==> src/sv/lfu_pkg.sv <==
`timescale 1ns / 1ps
`default_nettype none
// ----------------------------------------------------------------------------
// LFU cache package
// Shared types and constants of the LFU key-value store.
// ----------------------------------------------------------------------------
package lfu_pkg;

  localparam int unsigned ENTRIES_DEF = 16;
  localparam int unsigned CAP_W       = 5;
  localparam int unsigned CNT_W       = 16;
  localparam logic [CAP_W-1:0] CAP_RESET = 5'd16;
  localparam logic [CNT_W-1:0] COUNT_MAX = 16'hFFFF;
  localparam logic signed [31:0] READ_MISS = -32'sd1;

  typedef enum logic {
    FUNC_GET = 1'b0,
    FUNC_PUT = 1'b1
  } func_e;

  typedef enum logic [1:0] {
    ST_IDLE,
    ST_SCAN,
    ST_WRITE
  } state_e;

  typedef struct packed {
    logic               func;
    logic signed [31:0] key;
    logic signed [31:0] value;
  } req_t;

  typedef struct packed {
    logic               hit;
    logic signed [31:0] read_value;
    logic               evicted;
    logic signed [31:0] evicted_key;
  } rsp_t;

  typedef struct packed {
    logic [31:0]      key;
    logic [31:0]      data;
    logic [CNT_W-1:0] count;
    logic [31:0]      stamp;
  } entry_t;

endpackage
`default_nettype wire

==> src/sv/lfu_cache_replacement.sv <==
// An accepted request is scanned against the entry memory, which is read through
// its single read port, one entry a cycle; the write state then waits while the
// output register holds an unaccepted result, and the result is registered there.
// No new request is taken until the block is back in idle.
// Reset clears the valid bits, the fill count and the stamp clock at once;
// the entry memory itself is not cleared and needs no clearing pass.
`timescale 1ns / 1ps
`default_nettype none
// ----------------------------------------------------------------------------
// LFU cache with LRU tie-break
// Key-value store whose entries live in a synchronous memory; each request
// scans the memory, then writes at most one chosen entry.
// ----------------------------------------------------------------------------
module lfu_cache_replacement #(
  parameter int unsigned ENTRIES = lfu_pkg::ENTRIES_DEF
) (
  input  wire logic                    clk_i,
  input  wire logic                    rst_ni,
  input  wire logic                    cfg_valid_i,
  output logic                         cfg_ready_o,
  input  wire logic [lfu_pkg::CAP_W-1:0] cfg_data_i,
  input  wire logic                    in_valid_i,
  output logic                         in_ready_o,
  input  wire lfu_pkg::req_t           in_data_i,
  output logic                         out_valid_o,
  input  wire logic                    out_ready_i,
  output lfu_pkg::rsp_t                out_data_o
);

  localparam int unsigned IW = (ENTRIES > 1) ? $clog2(ENTRIES) : 1;
  localparam int unsigned SW = $clog2(ENTRIES + 1);
  localparam int unsigned FW = $clog2(ENTRIES + 1);
  localparam int unsigned CW = (FW > lfu_pkg::CAP_W) ? FW : lfu_pkg::CAP_W;

  lfu_pkg::entry_t mem [ENTRIES];
  lfu_pkg::entry_t rd_q;
  lfu_pkg::entry_t wr_ent;
  logic [IW-1:0]   rd_addr, wr_addr;
  logic            rd_en, we;

  lfu_pkg::state_e state_q, state_d;
  lfu_pkg::req_t   req_q;
  logic [SW-1:0]   cnt_q, cnt_d;
  logic [ENTRIES-1:0] valid_q, valid_d;
  logic [FW-1:0]   filled_q, filled_d;
  logic [31:0]     clk_q, clk_d;
  logic [lfu_pkg::CAP_W-1:0] cap_q;

  logic            hit_q, hit_d;
  logic [IW-1:0]   hit_idx_q, hit_idx_d;
  lfu_pkg::entry_t hit_ent_q, hit_ent_d;
  logic            vic_q, vic_d;
  logic [IW-1:0]   vic_idx_q, vic_idx_d;
  logic [31:0]     vic_key_q, vic_key_d;
  logic [lfu_pkg::CNT_W-1:0] vic_cnt_q, vic_cnt_d;
  logic [31:0]     vic_age_q, vic_age_d;
  logic            free_q, free_d;
  logic [IW-1:0]   free_idx_q, free_idx_d;

  logic            out_valid_q, out_valid_d;
  lfu_pkg::rsp_t   out_q, out_d;

  logic [IW-1:0]   chk_idx;
  logic [31:0]     age;
  logic            full, evict;
  logic [IW-1:0]   dst;
  logic [lfu_pkg::CNT_W-1:0] bumped;

  assign cfg_ready_o = 1'b1;
  assign in_ready_o  = (state_q == lfu_pkg::ST_IDLE);
  assign out_valid_o = out_valid_q;
  assign out_data_o  = out_q;

  // Synchronous entry memory, one read and one write port.
  always_ff @(posedge clk_i) begin
    if (we) begin
      mem[wr_addr] <= wr_ent;
    end
    if (rd_en) begin
      rd_q <= mem[rd_addr];
    end
  end

  always_ff @(posedge clk_i or negedge rst_ni) begin
    if (!rst_ni) begin
      state_q     <= lfu_pkg::ST_IDLE;
      cnt_q       <= '0;
      valid_q     <= '0;
      filled_q    <= '0;
      clk_q       <= '0;
      cap_q       <= lfu_pkg::CAP_RESET;
      out_valid_q <= 1'b0;
    end else begin
      state_q     <= state_d;
      cnt_q       <= cnt_d;
      valid_q     <= valid_d;
      filled_q    <= filled_d;
      clk_q       <= clk_d;
      out_valid_q <= out_valid_d;
      if (cfg_valid_i) begin
        cap_q <= cfg_data_i;
      end
    end
  end

  always_ff @(posedge clk_i) begin
    if (in_valid_i && in_ready_o) begin
      req_q <= in_data_i;
    end
    hit_q      <= hit_d;
    hit_idx_q  <= hit_idx_d;
    hit_ent_q  <= hit_ent_d;
    vic_q      <= vic_d;
    vic_idx_q  <= vic_idx_d;
    vic_key_q  <= vic_key_d;
    vic_cnt_q  <= vic_cnt_d;
    vic_age_q  <= vic_age_d;
    free_q     <= free_d;
    free_idx_q <= free_idx_d;
    out_q      <= out_d;
  end

  assign chk_idx = IW'(cnt_q - SW'(1));
  assign age     = clk_q - rd_q.stamp;
  assign full    = (CW'(filled_q) >= CW'(cap_q)) || (filled_q == FW'(ENTRIES));
  assign evict   = full && vic_q;
  assign dst     = (evict && (!free_q || vic_idx_q < free_idx_q)) ? vic_idx_q : free_idx_q;
  assign bumped  = (hit_ent_q.count == lfu_pkg::COUNT_MAX) ? hit_ent_q.count
                                                           : hit_ent_q.count + 1'b1;

  always_comb begin
    state_d     = state_q;
    cnt_d       = cnt_q;
    valid_d     = valid_q;
    filled_d    = filled_q;
    clk_d       = clk_q;
    out_valid_d = out_valid_q && !out_ready_i;
    out_d       = out_q;
    hit_d       = hit_q;
    hit_idx_d   = hit_idx_q;
    hit_ent_d   = hit_ent_q;
    vic_d       = vic_q;
    vic_idx_d   = vic_idx_q;
    vic_key_d   = vic_key_q;
    vic_cnt_d   = vic_cnt_q;
    vic_age_d   = vic_age_q;
    free_d      = free_q;
    free_idx_d  = free_idx_q;
    rd_en       = 1'b0;
    rd_addr     = cnt_q[IW-1:0];
    we          = 1'b0;
    wr_addr     = hit_idx_q;
    wr_ent      = hit_ent_q;

    case (state_q)
      lfu_pkg::ST_IDLE: begin
        if (in_valid_i) begin
          state_d = lfu_pkg::ST_SCAN;
          cnt_d   = '0;
          hit_d   = 1'b0;
          vic_d   = 1'b0;
          free_d  = 1'b0;
        end
      end
      lfu_pkg::ST_SCAN: begin
        if (cnt_q < SW'(ENTRIES)) begin
          rd_en   = 1'b1;
          rd_addr = cnt_q[IW-1:0];
        end
        // The entry read in the previous cycle is checked now.
        if (cnt_q != '0) begin
          if (valid_q[chk_idx]) begin
            if (rd_q.key == req_q.key) begin
              hit_d     = 1'b1;
              hit_idx_d = chk_idx;
              hit_ent_d = rd_q;
            end
            if (!vic_q || rd_q.count < vic_cnt_q ||
                (rd_q.count == vic_cnt_q && age > vic_age_q)) begin
              vic_d     = 1'b1;
              vic_idx_d = chk_idx;
              vic_key_d = rd_q.key;
              vic_cnt_d = rd_q.count;
              vic_age_d = age;
            end
          end else if (!free_q) begin
            free_d     = 1'b1;
            free_idx_d = chk_idx;
          end
        end
        if (cnt_q == SW'(ENTRIES)) begin
          state_d = lfu_pkg::ST_WRITE;
        end else begin
          cnt_d = cnt_q + 1'b1;
        end
      end
      lfu_pkg::ST_WRITE: begin
        if (!out_valid_q || out_ready_i) begin
          state_d           = lfu_pkg::ST_IDLE;
          out_valid_d       = 1'b1;
          out_d.hit         = hit_q;
          out_d.read_value  = '0;
          out_d.evicted     = 1'b0;
          out_d.evicted_key = '0;
          if (req_q.func == lfu_pkg::FUNC_GET) begin
            if (hit_q) begin
              out_d.read_value = hit_ent_q.data;
              we           = 1'b1;
              wr_ent.count = bumped;
              wr_ent.stamp = clk_q;
              clk_d        = clk_q + 1'b1;
            end else begin
              out_d.read_value = lfu_pkg::READ_MISS;
            end
          end else if (cap_q != '0) begin
            if (hit_q) begin
              we           = 1'b1;
              wr_ent.data  = req_q.value;
              wr_ent.count = bumped;
              wr_ent.stamp = clk_q;
              clk_d        = clk_q + 1'b1;
            end else if (evict || free_q) begin
              // A victim frees its slot before the lowest free slot is picked.
              we           = 1'b1;
              wr_addr      = dst;
              wr_ent.key   = req_q.key;
              wr_ent.data  = req_q.value;
              wr_ent.count = lfu_pkg::CNT_W'(1);
              wr_ent.stamp = clk_q;
              clk_d        = clk_q + 1'b1;
              if (evict) begin
                out_d.evicted     = 1'b1;
                out_d.evicted_key = vic_key_q;
                valid_d[vic_idx_q] = 1'b0;
              end else begin
                filled_d = filled_q + 1'b1;
              end
              valid_d[dst] = 1'b1;
            end
          end
        end
      end
      default: begin
        state_d = lfu_pkg::ST_IDLE;
      end
    endcase
  end

`ifndef NO_ASSERTIONS
  a_filled_bound: assert property (@(posedge clk_i) disable iff (!rst_ni)
    filled_q <= FW'(ENTRIES))
    else $error("fill count exceeds entry count");

  a_filled_matches: assert property (@(posedge clk_i) disable iff (!rst_ni)
    $countones(valid_q) == int'(filled_q))
    else $error("fill count differs from number of valid entries");

  a_evict_on_miss: assert property (@(posedge clk_i) disable iff (!rst_ni)
    out_valid_o && out_data_o.evicted |-> !out_data_o.hit && out_data_o.read_value == '0)
    else $error("eviction reported for a hit or a get");

  a_no_write_in_scan: assert property (@(posedge clk_i) disable iff (!rst_ni)
    state_q == lfu_pkg::ST_SCAN |-> !we)
    else $error("entry memory written during a scan");

  a_result_once: assert property (@(posedge clk_i) disable iff (!rst_ni)
    state_q == lfu_pkg::ST_WRITE && state_d == lfu_pkg::ST_IDLE |=> out_valid_q)
    else $error("finished request produced no result");
`endif

endmodule
`default_nettype wire

==> config.mk <==
export PLATFORM = sky130hd
export DESIGN_NAME = lfu_cache_replacement
export DESIGN_NICKNAME = d
export VERILOG_FILES = /design/src/sv/lfu_pkg.sv /design/src/sv/lfu_cache_replacement.sv
export SDC_FILE = /design/constraint.sdc
export NUM_CORES = 2
export LEC_CHECK = 0
export BUFFER_PORTS_ARGS = -buffer_cell sky130_fd_sc_hd__clkbuf_2
export CORE_MARGIN = 2
export CORE_UTILIZATION = 40
export DETAILED_ROUTE_END_ITERATION = 12
export GPL_ROUTABILITY_DRIVEN = 1
export PLACE_DENSITY = 0.54
export REMOVE_ABC_BUFFERS = 1
export SYNTH_ARGS = -nofsm -noshare
export SYNTH_HDL_FRONTEND = slang
export SYNTH_SLANG_ARGS = --single-unit
==> constraint.sdc <==
create_clock -name clk_i -period 8.2 [get_ports clk_i]
set_clock_uncertainty 0.2 [all_clocks]
set_input_delay 1.64 -clock clk_i [delete_from_list [all_inputs] [get_ports clk_i]]
set_output_delay 1.64 -clock clk_i [all_outputs]
set_load 0.01 [all_outputs]
== After elaboration in Yosys (flattened, before gate mapping) ==
Memory sizes are Yosys's and may differ from the RTL's. A register that Yosys moved wholly into a read port is not among the register bits.
Index checks and enable logic that the tools add are counted.
Storage, ports and cells
  register bits: 404
  RAM bits: 1792
  bits of input ports: 75
  output and inout port bits: 69
  logic and storage cells: 177
  memories kept: 1
Operators by class
  add/subtract/negate cells: 6
  order comparisons: 10
  eq/ne operators: 18
  multiplexer cells: 69
  bitwise logic cells: 10
  reduce and logical (&&, ||, !) cells: 36
Memory list
  mem: depth 16, width 112, read ports 1, clocked after Yosys merged registers in 1, wr ports 1, RTL line lfu_cache_replacement.sv:35  | lfu_pkg::entry_t mem [ENTRIES];
Operator list (number)
  $mux W112: 4
  $mux W32: 7
  $mux W16: 8
  $mux W48: 2
  $mux W80: 1
  $mux W64: 1
  $mux W33: 1
  $add A32 B1 Y32 const B: 1
  $eq A32 B32 Y1: 1
  $gt A32 B32 Y1: 1
  $sub A32 B32 Y32: 1
  $mux W4: 7
  $mux W1: 25
  $ne A2 B2 Y1 const B: 9
  $add A16 B1 Y16 const B: 1
  $and A16 B16 Y16: 1
  $eq A16 B16 Y1: 1
  $eq A16 B16 Y1 const B: 1
  $lt A16 B16 Y1: 1
  $not A16 Y16: 1
  $or A16 B16 Y16: 1
  $reduce_and A4 Y1: 4
  $lt A4 B5 Y1 const B: 3
  $reduce_and A5 Y1: 3
  other kinds (31): 63

== Logic depth before layout (Yosys ltp) ==
  word-level depth: 14
  depth in mapped cells: 20

== Worst setup path before layout ==
No wires, ideal clock.
  path type: input-to-reg
  start: input out_ready_i
  end: memory mem[1][0] in the netlist's numbering, enable pin
  setup time: 0.584 ns
  data arrival time: 7.775 ns
  data required time: 7.416 ns
  setup slack: -0.358 ns
  stages: 9
  cells stage by stage: nand2b_1 nand2b_1 buf_4 nor3_2 and3_4 buf_6 a31oi_1 or3b_4 nor2_1
Between the ends
  word-level cells in the longest chain between the ends: 5
Ends and longest elaborated chain
  start: declaration: RTL line lfu_cache_replacement.sv:26  | input wire logic out_ready_i,
  $logic_or A1 B1 Y1 (*): RTL line lfu_cache_replacement.sv:198  | if (!out_valid_q || out_ready_i) begin
  $mux W1: RTL line lfu_cache_replacement.sv:198
  $mux W1: RTL line lfu_cache_replacement.sv:155  | case (state_q)
  $mux W1: RTL line lfu_cache_replacement.sv:76  | if (we) begin
  $mux W1 (not written as such): RTL line lfu_cache_replacement.sv:77  | mem[wr_addr] <= wr_ent;
  end: declaration: RTL line lfu_cache_replacement.sv:35
Mark *: on every way between the ends. The rest lies on a longest branch, timed or not.

== Final worst setup path ==
  start: register clk_q[0]
  end: register vic_cnt_q[11] in the netlist's numbering, enable pin
Between the ends
  word-level cells in the longest chain between the ends: 5
Ends and longest elaborated chain
  start: declaration: RTL line lfu_cache_replacement.sv:46  | logic [31:0] clk_q, clk_d;
  start signal: assignment: RTL line lfu_cache_replacement.sv:98  | clk_q <= clk_d;
  $sub A32 B32 Y32: RTL line lfu_cache_replacement.sv:124  | assign age = clk_q - rd_q.stamp;
  net age[20]: RTL line lfu_cache_replacement.sv:64  | logic [31:0] age;
  $gt A32 B32 Y1: RTL line lfu_cache_replacement.sv:179  | (rd_q.count == vic_cnt_q && age > vic_age_q)) begin
  $logic_and A1 B1 Y1: RTL line lfu_cache_replacement.sv:179
  $logic_or A1 B1 Y1: RTL line lfu_cache_replacement.sv:178  | if (!vic_q || rd_q.count < vic_cnt_q ||
  $reduce_and A4 Y1 (no line)
  end signal: assignment: RTL line lfu_cache_replacement.sv:116  | vic_cnt_q <= vic_cnt_d;
  end: declaration: RTL line lfu_cache_replacement.sv:55  | logic [lfu_pkg::CNT_W-1:0] vic_cnt_q, vic_cnt_d;
The timed path passes the listed nets, and every way through them passes these cells.
A chain may end at the register's enable or synchronous reset.

==> flow_summary.ini <==
[outcome]
status = completed

[placed_design]
dp_slack_ns = 1.60
dp_hpwl_um = 117000
dp.cells = 7263
gp_congestion = 0.820
portBuffers = 142

[timing]
max_slew_margin = 0.166
whs_ns = 0.216
setup_tns_ns = 0
finalCriticalPeriod_ns = 6.66
period_share = 0.812
setup_viol = 0
rsz0062_at_grt = false
hold_viol_final = 0
layout_setup_ws_ns = 1.54
max_freq_mhz = 150
drv_slew = 0
tightest_slew_ns = 1.25

[cts]
cts_setup_buffers = 0
cts_root_buffer = clkbuf_16
clkLatencyLatePin_ns = 0.89
htreeDepth = 4
cts_tree = done
cts-resized-gates = 0
clkSlewWorstSetupHoldPaths_ns = 0.06
cts.sinks = 2308
clk_path_buf_depth = 3
ctsHoldBuffers = 0
cts_buffers = 230

[floorplanning]
core-area_um2 = 224000
initial_core_util = 0.402
fp-row-count = 174
dieArea_um2 = 229000
die_w_um = 478
ios = 144
fp.dieH_um = 478

[synth]
synth.distinct_cells = 84
avgSynthCellArea_um2 = 21.3
synthArstFlopShare = 0.0286
ys_seq_elements = 2308
syn_area_um2 = 90000
synth_area_leaders = edfxtp_1, mux4_2, dfrtp_1
synth-edff-count = 2242
synth_top_area_cell = edfxtp_1
yosys_most_used_dff = edfxtp_1
yosysWarnings = 0
ys_seq_area_frac = 0.766
syn_inst = 4228
yosysTopAreaCellShare = 0.748

[final_layout]
diodes = 0
final_cell_mix = edfxtp_1, mux4_2, clkbuf_16
synthToLayoutAreaGrowth_pct = 13.8
drive_gt1_frac = 0.257
final_common_cell = edfxtp_1
final_net_count = 4673
instances_no_fill = 7689
fillCellCount = 18800

[route]
ant_nets = 0
dr.pass1.iters = 5
via_per_inst = 5.56
wl_per_cell_um = 28.4
wl_um = 219000
drc = 0
drtIter0Drc = 4452
vias = 42800

[critical_path]
critPathLaunchType = flip-flop
crit_required_ns = 8.52
crit_fanout = 20
crit_type = reg2reg
endpoint_kind = flip-flop
worstPathArrival_ns = 6.98

[power]
ir_drop_mv = 0.286
power_leakage_nw = 33.2
power_mw = 31.4
powerDensity_nw_per_um2 = 307

[worst_hold_path]
hold_path_class = reg2reg

[grt]
grt_max_degree = 103
grt_use_total = 0.191
grt_pass1_wl_um = 317000
gr-total-overflow = 0
grt_pass1_vias = 44300
antenna_found_initial = 9

[job]
max_cap_viol_count = 0
## path summary, 6_finish.rpt
check / from / to / slack [ns] / depth (start not counted)
max: clk_q[0] / vic_cnt_q[11] / 1.54 / 20
max reg2reg: clk_q[0] / vic_cnt_q[11] / 1.54 / 20
min in group asynchronous: rst_ni / valid_q[0] / 0.78 / 1
min reg2reg: rd_q[69] / hit_ent_q[69] / 0.22 / 0
min: rd_q[69] / hit_ent_q[69] / 0.22 / 0
max in group asynchronous: rst_ni / cnt_q[0] / 6.16 / 1
## stage by stage
stage               area (um2)   util
floorplan                89300      -
global placement         94900  0.423
detailed placement       94900  0.423
CTS                     102000  0.457
global route            102000  0.457
finish                  102000  0.457
## kinds of logic (layout without fill, tap and decap cells)
family                   after synthesis  after routing  share of synthesized area
buffers and inverters                294            763                     0.0133
AO/OA/AOI/OAI                        348            348                     0.0257
other                                  1              1                  0.0000416
multiplexers                         601            601                      0.146
flip-flops                          2308           2308                      0.766
adder cells (fa/ha/maj)               95             95                     0.0133
AND/OR/NAND/NOR                      483            483                     0.0263
XOR/XNOR                              98             98                    0.00953
## metal layers
metal / GRT usage / share of wire
met1: 0.273 / 0.44
met2: 0.311 / 0.49
met3: 0.0262 / 0.047
met4: 0.0451 / 0.021
met5: 0 / 0
## cells in the mapped netlist, types with 8 or more instances
master	number
nand2b_1	17
xnor2_1	66
o31ai_1	9
nor2_1	66
nand2_1	200
nand3_1	41
mux4_2	565
a21o_1	32
mux2_2	33
o21ai_0	99
and2_1	40
buf_2	34
nor3_1	22
o21a_1	44
and3_1	11
dfrtp_1	65
xor2_1	32
edfxtp_1	2242
buf_1	49
a31oi_1	16
o21ai_1	8
a22o_1	32
inv_1	111
ha_1	94
nand4_1	37
a21oi_1	51
nor2b_1	8
clkbuf_1	90
## where the power goes
part | internal (mW) | switching [mW] | total, mW | leakage [nW]
registers | 13.7 | 0.586 | 14.3 | 21.1
clock network | 5.95 | 4.52 | 10.5 | 3.64
logic | 3.28 | 3.43 | 6.71 | 8.40
total | 22.9 | 8.54 | 31.4 | 33.2
## worst max-delay path: stages (launching register included)
cell and delay, ns:
dfrtp_1 0.45, inv_1 0.11, ha_1 0.23, fa_1 0.41, nor2b_1 0.19, o31a_1 0.18
o311a_1 0.29, nor4_1 0.10, nor4_1 0.48, o31ai_1 0.20, o311ai_0 0.43, ha_1 0.32
nand4_1 0.08, or3_1 0.14, nor3_1 0.06, or4_1 0.50, or3_1 0.32, o22ai_1 0.14
o21ai_1 0.13, nor2_4 0.86, buf_4 0.45
## flip-flops by register name, indices dropped and copies added, names as in the netlist, 32 cells and up
register and cells:
req_q 65, vic_key_q 32, vic_age_q 32, clk_q 32, mem 1792, out_data_o 66
rd_q 112, hit_ent_q 112
## cell type report
| type | instances | area [um2] | area share |
|---|---|---|---|
| Timing Repair Buffer | 225 | 1660 | 0.0162 |
| Inverter | 112 | 427 | 0.00417 |
| Multi-Input combinational cell | 1626 | 20100 | 0.196 |
| Clock inverter | 147 | 1560 | 0.0152 |
| Sequential cell | 2308 | 69000 | 0.674 |
| Tap cell | 2992 | 3740 | 0.0365 |
| Clock buffer | 279 | 5980 | 0.0584 |
(Power assumes the default switching activity.)
